File: config.mk
export PLATFORM = sky130hd
export DESIGN_NAME = ftp_command_line_parser_core
export DESIGN_NICKNAME = d
export VERILOG_FILES = /design/src/ftpcl_pkg.sv /design/src/ftp_command_line_parser_core.sv
export SDC_FILE = /design/constraint.sdc
export NUM_CORES = 1
export LEC_CHECK = 0
export BUFFER_PORTS_ARGS = -buffer_cell sky130_fd_sc_hd__buf_2
export CORE_MARGIN = 2
export CORE_UTILIZATION = 55
export CTS_BUF_LIST = sky130_fd_sc_hd__clkbuf_4 sky130_fd_sc_hd__clkbuf_8
export DETAILED_ROUTE_END_ITERATION = 10
export HOLD_SLACK_MARGIN = 0.05
export PLACE_DENSITY = 0.74
export SYNTH_ARGS = -nofsm -noshare
export SYNTH_HDL_FRONTEND = slang
export SYNTH_SLANG_ARGS = --single-unit
export TNS_END_PERCENT = 10
File: constraint.sdc
create_clock -name clk -period 6.65 [get_ports clk]
set_input_delay 1.995 -clock clk [delete_from_list [all_inputs] [get_ports clk]]
set_output_delay 1.995 -clock clk [all_outputs]
set_load 0.05 [all_outputs]
File: src/ftpcl_pkg.sv
// ----------------------------------------------------------------------------
// ftpcl_pkg: shared definitions for the FTP command line parser
// Command codes, keyword table, argument counter sizing and the result type.
// ----------------------------------------------------------------------------
package ftpcl_pkg;

	// Largest argument length that is counted before the overflow flag is set.
	localparam int MAX_PARAM = 255;
	localparam int ARG_W     = $clog2(MAX_PARAM + 1);

	localparam int KEY_COUNT = 10;

	// Control characters that take part in parsing.
	localparam logic [7:0] CHAR_NUL   = 8'h00;
	localparam logic [7:0] CHAR_CR    = 8'h0d;
	localparam logic [7:0] CHAR_LF    = 8'h0a;
	localparam logic [7:0] CHAR_SPACE = 8'h20;
	localparam logic [7:0] CHAR_LC_A  = 8'h61;
	localparam logic [7:0] CHAR_LC_Z  = 8'h7a;
	localparam logic [7:0] CASE_DIFF  = 8'h20;

	typedef enum logic [3:0] {
		CMD_INVALID = 4'd0,
		CMD_QUIT    = 4'd1,
		CMD_USER    = 4'd2,
		CMD_CWD     = 4'd3,
		CMD_CDUP    = 4'd4,
		CMD_TYPE    = 4'd5,
		CMD_MODE    = 4'd6,
		CMD_STRU    = 4'd7,
		CMD_RETR    = 4'd8,
		CMD_PASV    = 4'd9,
		CMD_NLST    = 4'd10
	} cmd_t;

	// Keyword text, first character in the top byte; short words pad with zero.
	localparam logic [31:0] KEY_TEXT [KEY_COUNT] = '{
		"QUIT", "USER", {"CWD", 8'h00}, "CDUP", "TYPE",
		"MODE", "STRU", "RETR", "PASV", "NLST"
	};
	localparam logic [2:0] KEY_LEN [KEY_COUNT] = '{
		3'd4, 3'd4, 3'd3, 3'd4, 3'd4, 3'd4, 3'd4, 3'd4, 3'd4, 3'd4
	};

	typedef logic [7:0] word_t [4];

	typedef struct packed {
		logic       kind;
		logic [7:0] arg_byte;
		logic [3:0] command;
		logic [7:0] arg_length;
		logic       arg_overflow;
	} res_t;

	// Match the collected command word against the keyword table.
	// Each keyword is compared independently; the lowest table index that matches wins.
	function automatic cmd_t match_word(input word_t chars, input logic [2:0] len);
		cmd_t code;
		logic same;
		code = CMD_INVALID;
		for (int k = KEY_COUNT - 1; k >= 0; k--) begin
			same = (len == KEY_LEN[k]);
			for (int j = 0; j < 4; j++) begin
				if ((3'(j) < KEY_LEN[k]) && (chars[j] != KEY_TEXT[k][31 - 8 * j -: 8])) begin
					same = 1'b0;
				end
			end
			if (same) begin
				code = cmd_t'(4'(k + 1));
			end
		end
		return code;
	endfunction

endpackage

File: src/ftp_command_line_parser_core.sv
// ----------------------------------------------------------------------------
// ftp_command_line_parser_core: FTP control line parser
// Collects and upper-cases the command word, echoes argument bytes and, at
// the terminating zero byte, reports the matched command and argument length.
// ----------------------------------------------------------------------------
// Path: an accepted input beat passes the input register, then the result
// register, to its result beat; bytes that cause no result leave none.
// Throughput: one byte per cycle while the output is not stalled; while a
// result waits on a stalled output the input side takes at most one more beat
// and then holds tready low.
// Reset: arst_n clears all parser state and both valid flags at once.
module ftp_command_line_parser_core (
	input  logic        clk,
	input  logic        arst_n,
	input  logic        s_axis_tvalid,
	output logic        s_axis_tready,
	input  logic [7:0]  s_axis_tdata,  // [7:0] in_byte
	output logic        m_axis_tvalid,
	input  logic        m_axis_tready,
	output logic [23:0] m_axis_tdata,  // [7:0] arg_byte, [11:8] command,
	                                   // [19:12] arg_length, [20] arg_overflow,
	                                   // [23:21] zero
	output logic        m_axis_tuser   // [0] kind
);
	import ftpcl_pkg::*;

	localparam logic [ARG_W-1:0] ARG_MAX = ARG_W'(MAX_PARAM);

	// Input register.
	logic       valid_s1;
	logic [7:0] byte_s1;

	// Result register.
	logic out_valid_q;
	res_t out_res_q;

	// Parser state.
	logic             in_argument_q, space_armed_q, line_ended_q, overflow_seen_q;
	word_t            word_chars_q;
	logic [2:0]       word_length_q;
	logic [ARG_W-1:0] arg_count_q, arg_trimmed_q;

	// Next state and the result of the byte in the input register.
	logic             in_argument_d, space_armed_d, line_ended_d, overflow_seen_d;
	word_t            word_chars_d;
	logic [2:0]       word_length_d;
	logic [ARG_W-1:0] arg_count_d, arg_trimmed_d;
	logic             res_valid;
	res_t             res;
	logic [7:0]       upper_c;
	logic [ARG_W+7:0] trimmed_ext;

	logic advance;

	// The result register is free, or is being emptied this cycle.
	assign advance       = !out_valid_q || m_axis_tready;
	assign s_axis_tready = !valid_s1 || advance;

	assign trimmed_ext = {8'd0, arg_trimmed_q};

	// Per-byte parsing step.
	always_comb begin
		in_argument_d   = in_argument_q;
		space_armed_d   = space_armed_q;
		line_ended_d    = line_ended_q;
		overflow_seen_d = overflow_seen_q;
		word_chars_d    = word_chars_q;
		word_length_d   = word_length_q;
		arg_count_d     = arg_count_q;
		arg_trimmed_d   = arg_trimmed_q;
		res_valid       = 1'b0;
		res             = '0;
		upper_c         = byte_s1;
		if ((byte_s1 >= CHAR_LC_A) && (byte_s1 <= CHAR_LC_Z)) begin
			upper_c = byte_s1 - CASE_DIFF;
		end

		if (byte_s1 == CHAR_NUL) begin
			// End of buffer: report and return to the reset state.
			res_valid          = 1'b1;
			res.kind           = 1'b1;
			res.command        = match_word(word_chars_q, word_length_q);
			res.arg_length     = trimmed_ext[7:0];
			res.arg_overflow   = overflow_seen_q;
			in_argument_d      = 1'b0;
			space_armed_d      = 1'b0;
			line_ended_d       = 1'b0;
			overflow_seen_d    = 1'b0;
			word_chars_d       = '{default: 8'd0};
			word_length_d      = 3'd0;
			arg_count_d        = '0;
			arg_trimmed_d      = '0;
		end else if (line_ended_q) begin
			// Bytes after the line end are dropped.
		end else if ((byte_s1 == CHAR_CR) || (byte_s1 == CHAR_LF)) begin
			line_ended_d = 1'b1;
		end else if (!in_argument_q && (byte_s1 == CHAR_SPACE)) begin
			space_armed_d = 1'b1;
		end else if (!in_argument_q && !space_armed_q) begin
			// Command word character.
			if (word_length_q < 3'd4) begin
				word_chars_d[word_length_q[1:0]] = upper_c;
			end
			if (word_length_q < 3'd5) begin
				word_length_d = word_length_q + 3'd1;
			end
		end else begin
			// Argument byte: count, track trailing spaces and echo it.
			in_argument_d = 1'b1;
			if (arg_count_q < ARG_MAX) begin
				arg_count_d = arg_count_q + 1'b1;
			end else begin
				overflow_seen_d = 1'b1;
			end
			if (byte_s1 != CHAR_SPACE) begin
				arg_trimmed_d = arg_count_d;
			end
			res_valid    = 1'b1;
			res.arg_byte = byte_s1;
		end
	end

	// Input register.
	always_ff @(posedge clk or negedge arst_n) begin
		if (!arst_n) begin
			valid_s1 <= 1'b0;
		end else if (s_axis_tready) begin
			valid_s1 <= s_axis_tvalid;
		end
	end

	always_ff @(posedge clk) begin
		if (s_axis_tready && s_axis_tvalid) begin
			byte_s1 <= s_axis_tdata;
		end
	end

	// Parser state, updated as each byte leaves the input register.
	always_ff @(posedge clk or negedge arst_n) begin
		if (!arst_n) begin
			in_argument_q   <= 1'b0;
			space_armed_q   <= 1'b0;
			line_ended_q    <= 1'b0;
			overflow_seen_q <= 1'b0;
			word_chars_q    <= '{default: 8'd0};
			word_length_q   <= 3'd0;
			arg_count_q     <= '0;
			arg_trimmed_q   <= '0;
		end else if (valid_s1 && advance) begin
			in_argument_q   <= in_argument_d;
			space_armed_q   <= space_armed_d;
			line_ended_q    <= line_ended_d;
			overflow_seen_q <= overflow_seen_d;
			word_chars_q    <= word_chars_d;
			word_length_q   <= word_length_d;
			arg_count_q     <= arg_count_d;
			arg_trimmed_q   <= arg_trimmed_d;
		end
	end

	// Result register.
	always_ff @(posedge clk or negedge arst_n) begin
		if (!arst_n) begin
			out_valid_q <= 1'b0;
		end else if (advance) begin
			out_valid_q <= valid_s1 && res_valid;
		end
	end

	always_ff @(posedge clk) begin
		if (advance && valid_s1 && res_valid) begin
			out_res_q <= res;
		end
	end

	assign m_axis_tvalid = out_valid_q;
	assign m_axis_tuser  = out_res_q.kind;
	assign m_axis_tdata  = {3'd0, out_res_q.arg_overflow, out_res_q.arg_length,
	                        out_res_q.command, out_res_q.arg_byte};

	// Checks on the parser state.
	a_word_len_sat: assert property (@(posedge clk) disable iff (!arst_n)
		word_length_q <= 3'd5)
		else $error("command word length above saturation");

	a_count_sat: assert property (@(posedge clk) disable iff (!arst_n)
		arg_count_q <= ARG_MAX)
		else $error("argument count above limit");

	a_trim_le_count: assert property (@(posedge clk) disable iff (!arst_n)
		arg_trimmed_q <= arg_count_q)
		else $error("trimmed length exceeds argument count");

	a_ovf_at_max: assert property (@(posedge clk) disable iff (!arst_n)
		overflow_seen_q |-> (arg_count_q == ARG_MAX))
		else $error("overflow flagged below the limit");

	a_end_clears: assert property (@(posedge clk) disable iff (!arst_n)
		(valid_s1 && advance && (byte_s1 == CHAR_NUL)) |=>
		(out_valid_q && out_res_q.kind && (word_length_q == 3'd0)
		 && (arg_count_q == '0) && !in_argument_q && !line_ended_q))
		else $error("end of buffer did not report and clear state");

endmodule

# Word-level counts from Yosys, hierarchy flattened
# Cells that the tools add are included.
[op_classes]
addsub = 3
mul = 0
n_eq_ne = 44
div = 0
n_shift = 0
n_reduce_logical = 31
mux = 111
n_lt_le_gt_ge = 7
bitwise_logic = 2
[ops]
columns = ["operator", "n"]
rows = [
  ["8-bit by 7-bit != test with 1-bit output (second input constant)", 33],
  ["32-bit 2-to-1 mux", 6],
  ["8-bit 2-to-1 mux", 14],
  ["1-bit 2-to-1 mux", 74],
  ["32-bit bitwise mux", 1],
  ["3-bit 2-to-1 mux", 10],
  ["6-bit AND reduction", 4],
  ["8-bit demux with 2-bit select", 1],
  ["8-bit by 4-bit equality test with 1-bit output (second input constant)", 2],
  ["4-bit 2-to-1 mux", 3],
  ["2-bit nonzero test", 5],
  ["8-bit by 1-bit adder with 8-bit output (second input constant)", 1],
  ["8-bit by 6-bit equality test with 1-bit output (second input constant)", 1],
  ["8-bit by 7-bit >= comparator with 1-bit output (second input constant)", 1],
  ["8-bit by 7-bit less-or-equal comparator with 1-bit output (second input constant)", 1],
  ["1-bit logical AND", 8],
  ["8-bit zero test", 1],
  ["8-bit < comparator (second input constant)", 1],
  ["2-bit != test (second input constant)", 4],
  ["8-bit by 6-bit != test with 1-bit output (second input constant)", 1],
  ["8-bit OR reduction", 1],
  ["8-bit by 6-bit subtractor with 8-bit output (second input constant)", 1],
  ["3-bit < comparator (second input constant)", 2],
  ["5-bit AND reduction", 1],
  ["other kinds (15)", 21],
]
[word_totals]
mem_bits_rw = 0
latch_bits = 0
out_inout_bits = 27
n_memories = 0
regBits = 87
romBits = 0

# Longest topological paths before layout
[logic_depth]
ltp_word = 16
depth_mapped = 9
ltp_nobuf = 7

# Worst setup path before layout
# OpenSTA, ideal clock, no wires.
[synth_timing]
kind = "in2out"
start = "in m_axis_tready"
end = "out s_axis_tready"
required_ns = 4.655
path_stages = 1
n_path_buf = 0
t_arrival_ns = 2.478
setup_slack_ns = 2.177
cell_sequence = "nand3b_1"
[synth_between]
elab_chain_cells = 2
[synth_lines]
columns = ["element", "line_no", "source"]
rows = [
  ["start, declared", "ftp_command_line_parser_core.sv:19", "input logic m_axis_tready,"],
  ["1-bit logical OR", "ftp_command_line_parser_core.sv:56", "assign advance = !out_valid_q || m_axis_tready;"],
  ["1-bit logical OR", "ftp_command_line_parser_core.sv:57", "assign s_axis_tready = !valid_s1 || advance;"],
  ["end, declared", "ftp_command_line_parser_core.sv:16", "output logic s_axis_tready,"],
]
# No other way between the ends.

# Worst setup path in the final report
# Same ends and word-level chain as after synthesis.

==> results_dict.tcl <==
set metrics [dict create \
    fp.dieW_um 93.9 \
    synth_seq_area_share_pct 52.4 \
    synth_area_mm2 0.00445 \
    ant_nets 0 \
    grt_remaining_overflow 0 \
    hold_start "arg_trimmed_q[1]" \
    area_growth_pct 10.2 \
    nFillCells 647 \
    worst_hold_path.endpoint "arg_trimmed_q[1]" \
    critPathKind "in2out" \
    grt_pass1_vias 3064 \
    cp-start-kind "primary input" \
    fin_skew_ns 0.0108 \
    yosysTopAreaCell "dfrtp_1" \
    yosysWarnings 0 \
    grt_setup_unrepaired "false" \
    cpLargestDelayFamily "buffers and inverters" \
    rr_worst_depth 5 \
    h-tree-depth 3 \
    avgSynthCellArea_um2 11.6 \
    fp.dieArea_mm2 0.00882 \
    setup_ws_ns 2.16 \
    cp_max_fo 3 \
    ys_types 75 \
    vias 3332 \
    crit_top_cell "buf_2" \
    vdd_drop_max_mv 0.162 \
    yosys_register_bits 87 \
    min_path_cells 1 \
    io_buffers 35 \
    grt_usage_pct 22.8 \
    grt_first_pass_wirelength_mm 15.4 \
    hold_path_class "reg2reg" \
    wl_per_cell_um 18.1 \
    post_cts_buffers 0 \
    status "complete, no violations" \
    ys.flop_type "dfrtp_1" \
    num_rows 32 \
    min_period_ns 4.49 \
    yosys.cell_count.top_type "dfrtp_1" \
    async_flop_share_pct 65.5 \
    setup_viol 0 \
    crit_chain "buf_2 > nand3b_1 > buf_2" \
    multi_input_area_mm2 0.00198 \
    regArea_mm2 0.00233 \
    synth_top_area_share_pct 32.1 \
    synth_area_leaders "dfrtp_1, edfxtp_1, a22o_1, and2_1, mux2_4" \
    cpPeakStageDelay_ns 0.23 \
    synth_common_cells "dfrtp_1, a22o_1, edfxtp_1" \
    drt-initial-drc-count 247 \
    slew_viol_final 0 \
    tns_ns 0 \
    worst_slew_pin_slew_ns 1.10 \
    hold_viol_final 0 \
    syn_inst 384 \
    clkLatencyLatePin_ns 0.36 \
    antenna_cells 0 \
    pre_cts_ws_ns 2.16 \
    synth_edf_count 30 \
    wl_mm 9.41 \
    clockRootBuffer "clkbuf_8" \
    cts_buffer_depth 2 \
    grt_start_max_net_pins 58 \
    r2r-end "word_chars_q[16]" \
    drive_gt1_share_pct 20.3 \
    core_mm2 0.00777 \
    fmax_ghz 0.223 \
    place_congestion 0.870 \
    worst_ep_arrival_time_ns 2.50 \
    drv_cap 0 \
    cts.hold.buffers_added 0 \
    fin_crit_sh_pct 67.6 \
    cts_buffers 9 \
    p_total_uw 1290 \
    slowest_stage "buf_2" \
    cts_resized 0 \
    clk_pin_slew_ns 0.09 \
    p_leak_uw 0.00211 \
    power_density_mw_per_mm2 263 \
    die_h_um 93.9 \
    layout.nets 434 \
    antenna_found_initial 0 \
    place_hpwl_mm 6.50 \
    post-route-drc-count 0 \
    end_kind "output pin" \
    cts_sinks 87 \
    vias_per_cell 6.40 \
    rrSetupSlack_ns 3.31 \
    relSlewSlack_pct 26.3 \
    dr.pass1.iters 5 \
    io_pins 39 \
    cts_tree "yes" \
    r2r_start "byte_s1[7]" \
    cp_num_buf_inv 2 \
    required_ns 4.66 \
    initial_core_util_pct 57.2 \
]
## power by group
group	total (µW)	internal, µW	switching, µW	leakage, µW
combinational	178	93.8	84.5	0.000918
clock	417	224	194	0.000117
sequential	695	611	83.8	0.00108
total	1290	928	362	0.00211
## cells in the final DEF (no fill, tap or decap), types with 7 or more instances in the layout
| cell | netlist | final |
|---|---|---|
| nor3_1 | 8 | 8 |
| nor2_1 | 18 | 18 |
| a31oi_1 | 7 | 7 |
| dfrtp_1 | 57 | 57 |
| ha_1 | 8 | 8 |
| clkbuf_8 | 0 | 10 |
| inv_1 | 13 | 13 |
| nand2_1 | 16 | 16 |
| buf_2 | 7 | 35 |
| and3_1 | 10 | 10 |
| nor2b_1 | 9 | 9 |
| nor4_1 | 12 | 12 |
| mux2_4 | 7 | 7 |
| nand3_1 | 9 | 9 |
| a22o_1 | 32 | 32 |
| edfxtp_1 | 30 | 30 |
| and2_1 | 17 | 17 |
| a21oi_1 | 14 | 14 |
## metrics by stage
| stage | std cells | cell area [µm²] | hold WS (ns) | utilization, % |
|---|---|---|---|---|
| 2_1_floorplan | 386 | 4450 | 0.472 | - |
| 3_3_place_gp | 505 | 4670 | 0.490 | 60.1 |
| 3_5_place_dp | 505 | 4670 | 0.485 | 60.1 |
| 4_1_cts | 521 | 4900 | 0.513 | 63.0 |
| 5_1_grt | 521 | 4900 | 0.522 | 63.0 |
| 6_report | 521 | 4900 | 0.509 | 63.0 |
## final cells by class
class	instances	area share, %
Sequential cell	87	47.5
Clock inverter	6	1.87
Timing Repair Buffer	36	3.73
Multi-Input combinational cell	266	40.4
Tap cell	102	2.61
Inverter	14	1.07
Clock buffer	10	2.81
## logic make-up (layout without fill, tap and decap cells)
family	after synthesis	after routing	synth area share, %
buffers and inverters	33	66	3.32
AOI/OAI and AO/OA	95	95	17.3
DFF	87	87	52.4
adders and majority gates	8	8	2.25
muxes	9	9	2.84
xor gates and xnor gates	3	3	0.591
and+or+nand+nor	148	148	21.2
other	1	3	0.0844
## registers in the layout, indices dropped and copies added, names as in the netlist
signal	flops
word_length_q	3
arg_trimmed_q	8
arg_count_q	8
line_ended_q	1
word_chars_q	32
m_axis_tvalid	1
overflow_seen_q	1
byte_s1	8
valid_s1	1
in_argument_q	1
m_axis_tuser	1
space_armed_q	1
m_axis_tdata	21
## how the worst max path moves through the flow
stage | start | end | slack (ns) | cells after the start
finish | m_axis_tready | s_axis_tready | 2.16 | 3
global placement | m_axis_tready | s_axis_tready | 2.17 | 3
CTS | m_axis_tready | s_axis_tready | 2.15 | 3
detailed placement | m_axis_tready | s_axis_tready | 2.16 | 3
global route | m_axis_tready | s_axis_tready | 2.11 | 3
floorplan | m_axis_tready | s_axis_tready | 2.18 | 1
## per-layer routing
layer	GRT usage, %	vias up	share of wire [%]
li1	-	1541	-
met1	33.4	1637	47
met2	33.4	132	45
met3	4.09	22	5.7
met4	9.54	0	2.1
met5	0	-	0
Power figures use the tool's default switching activity.
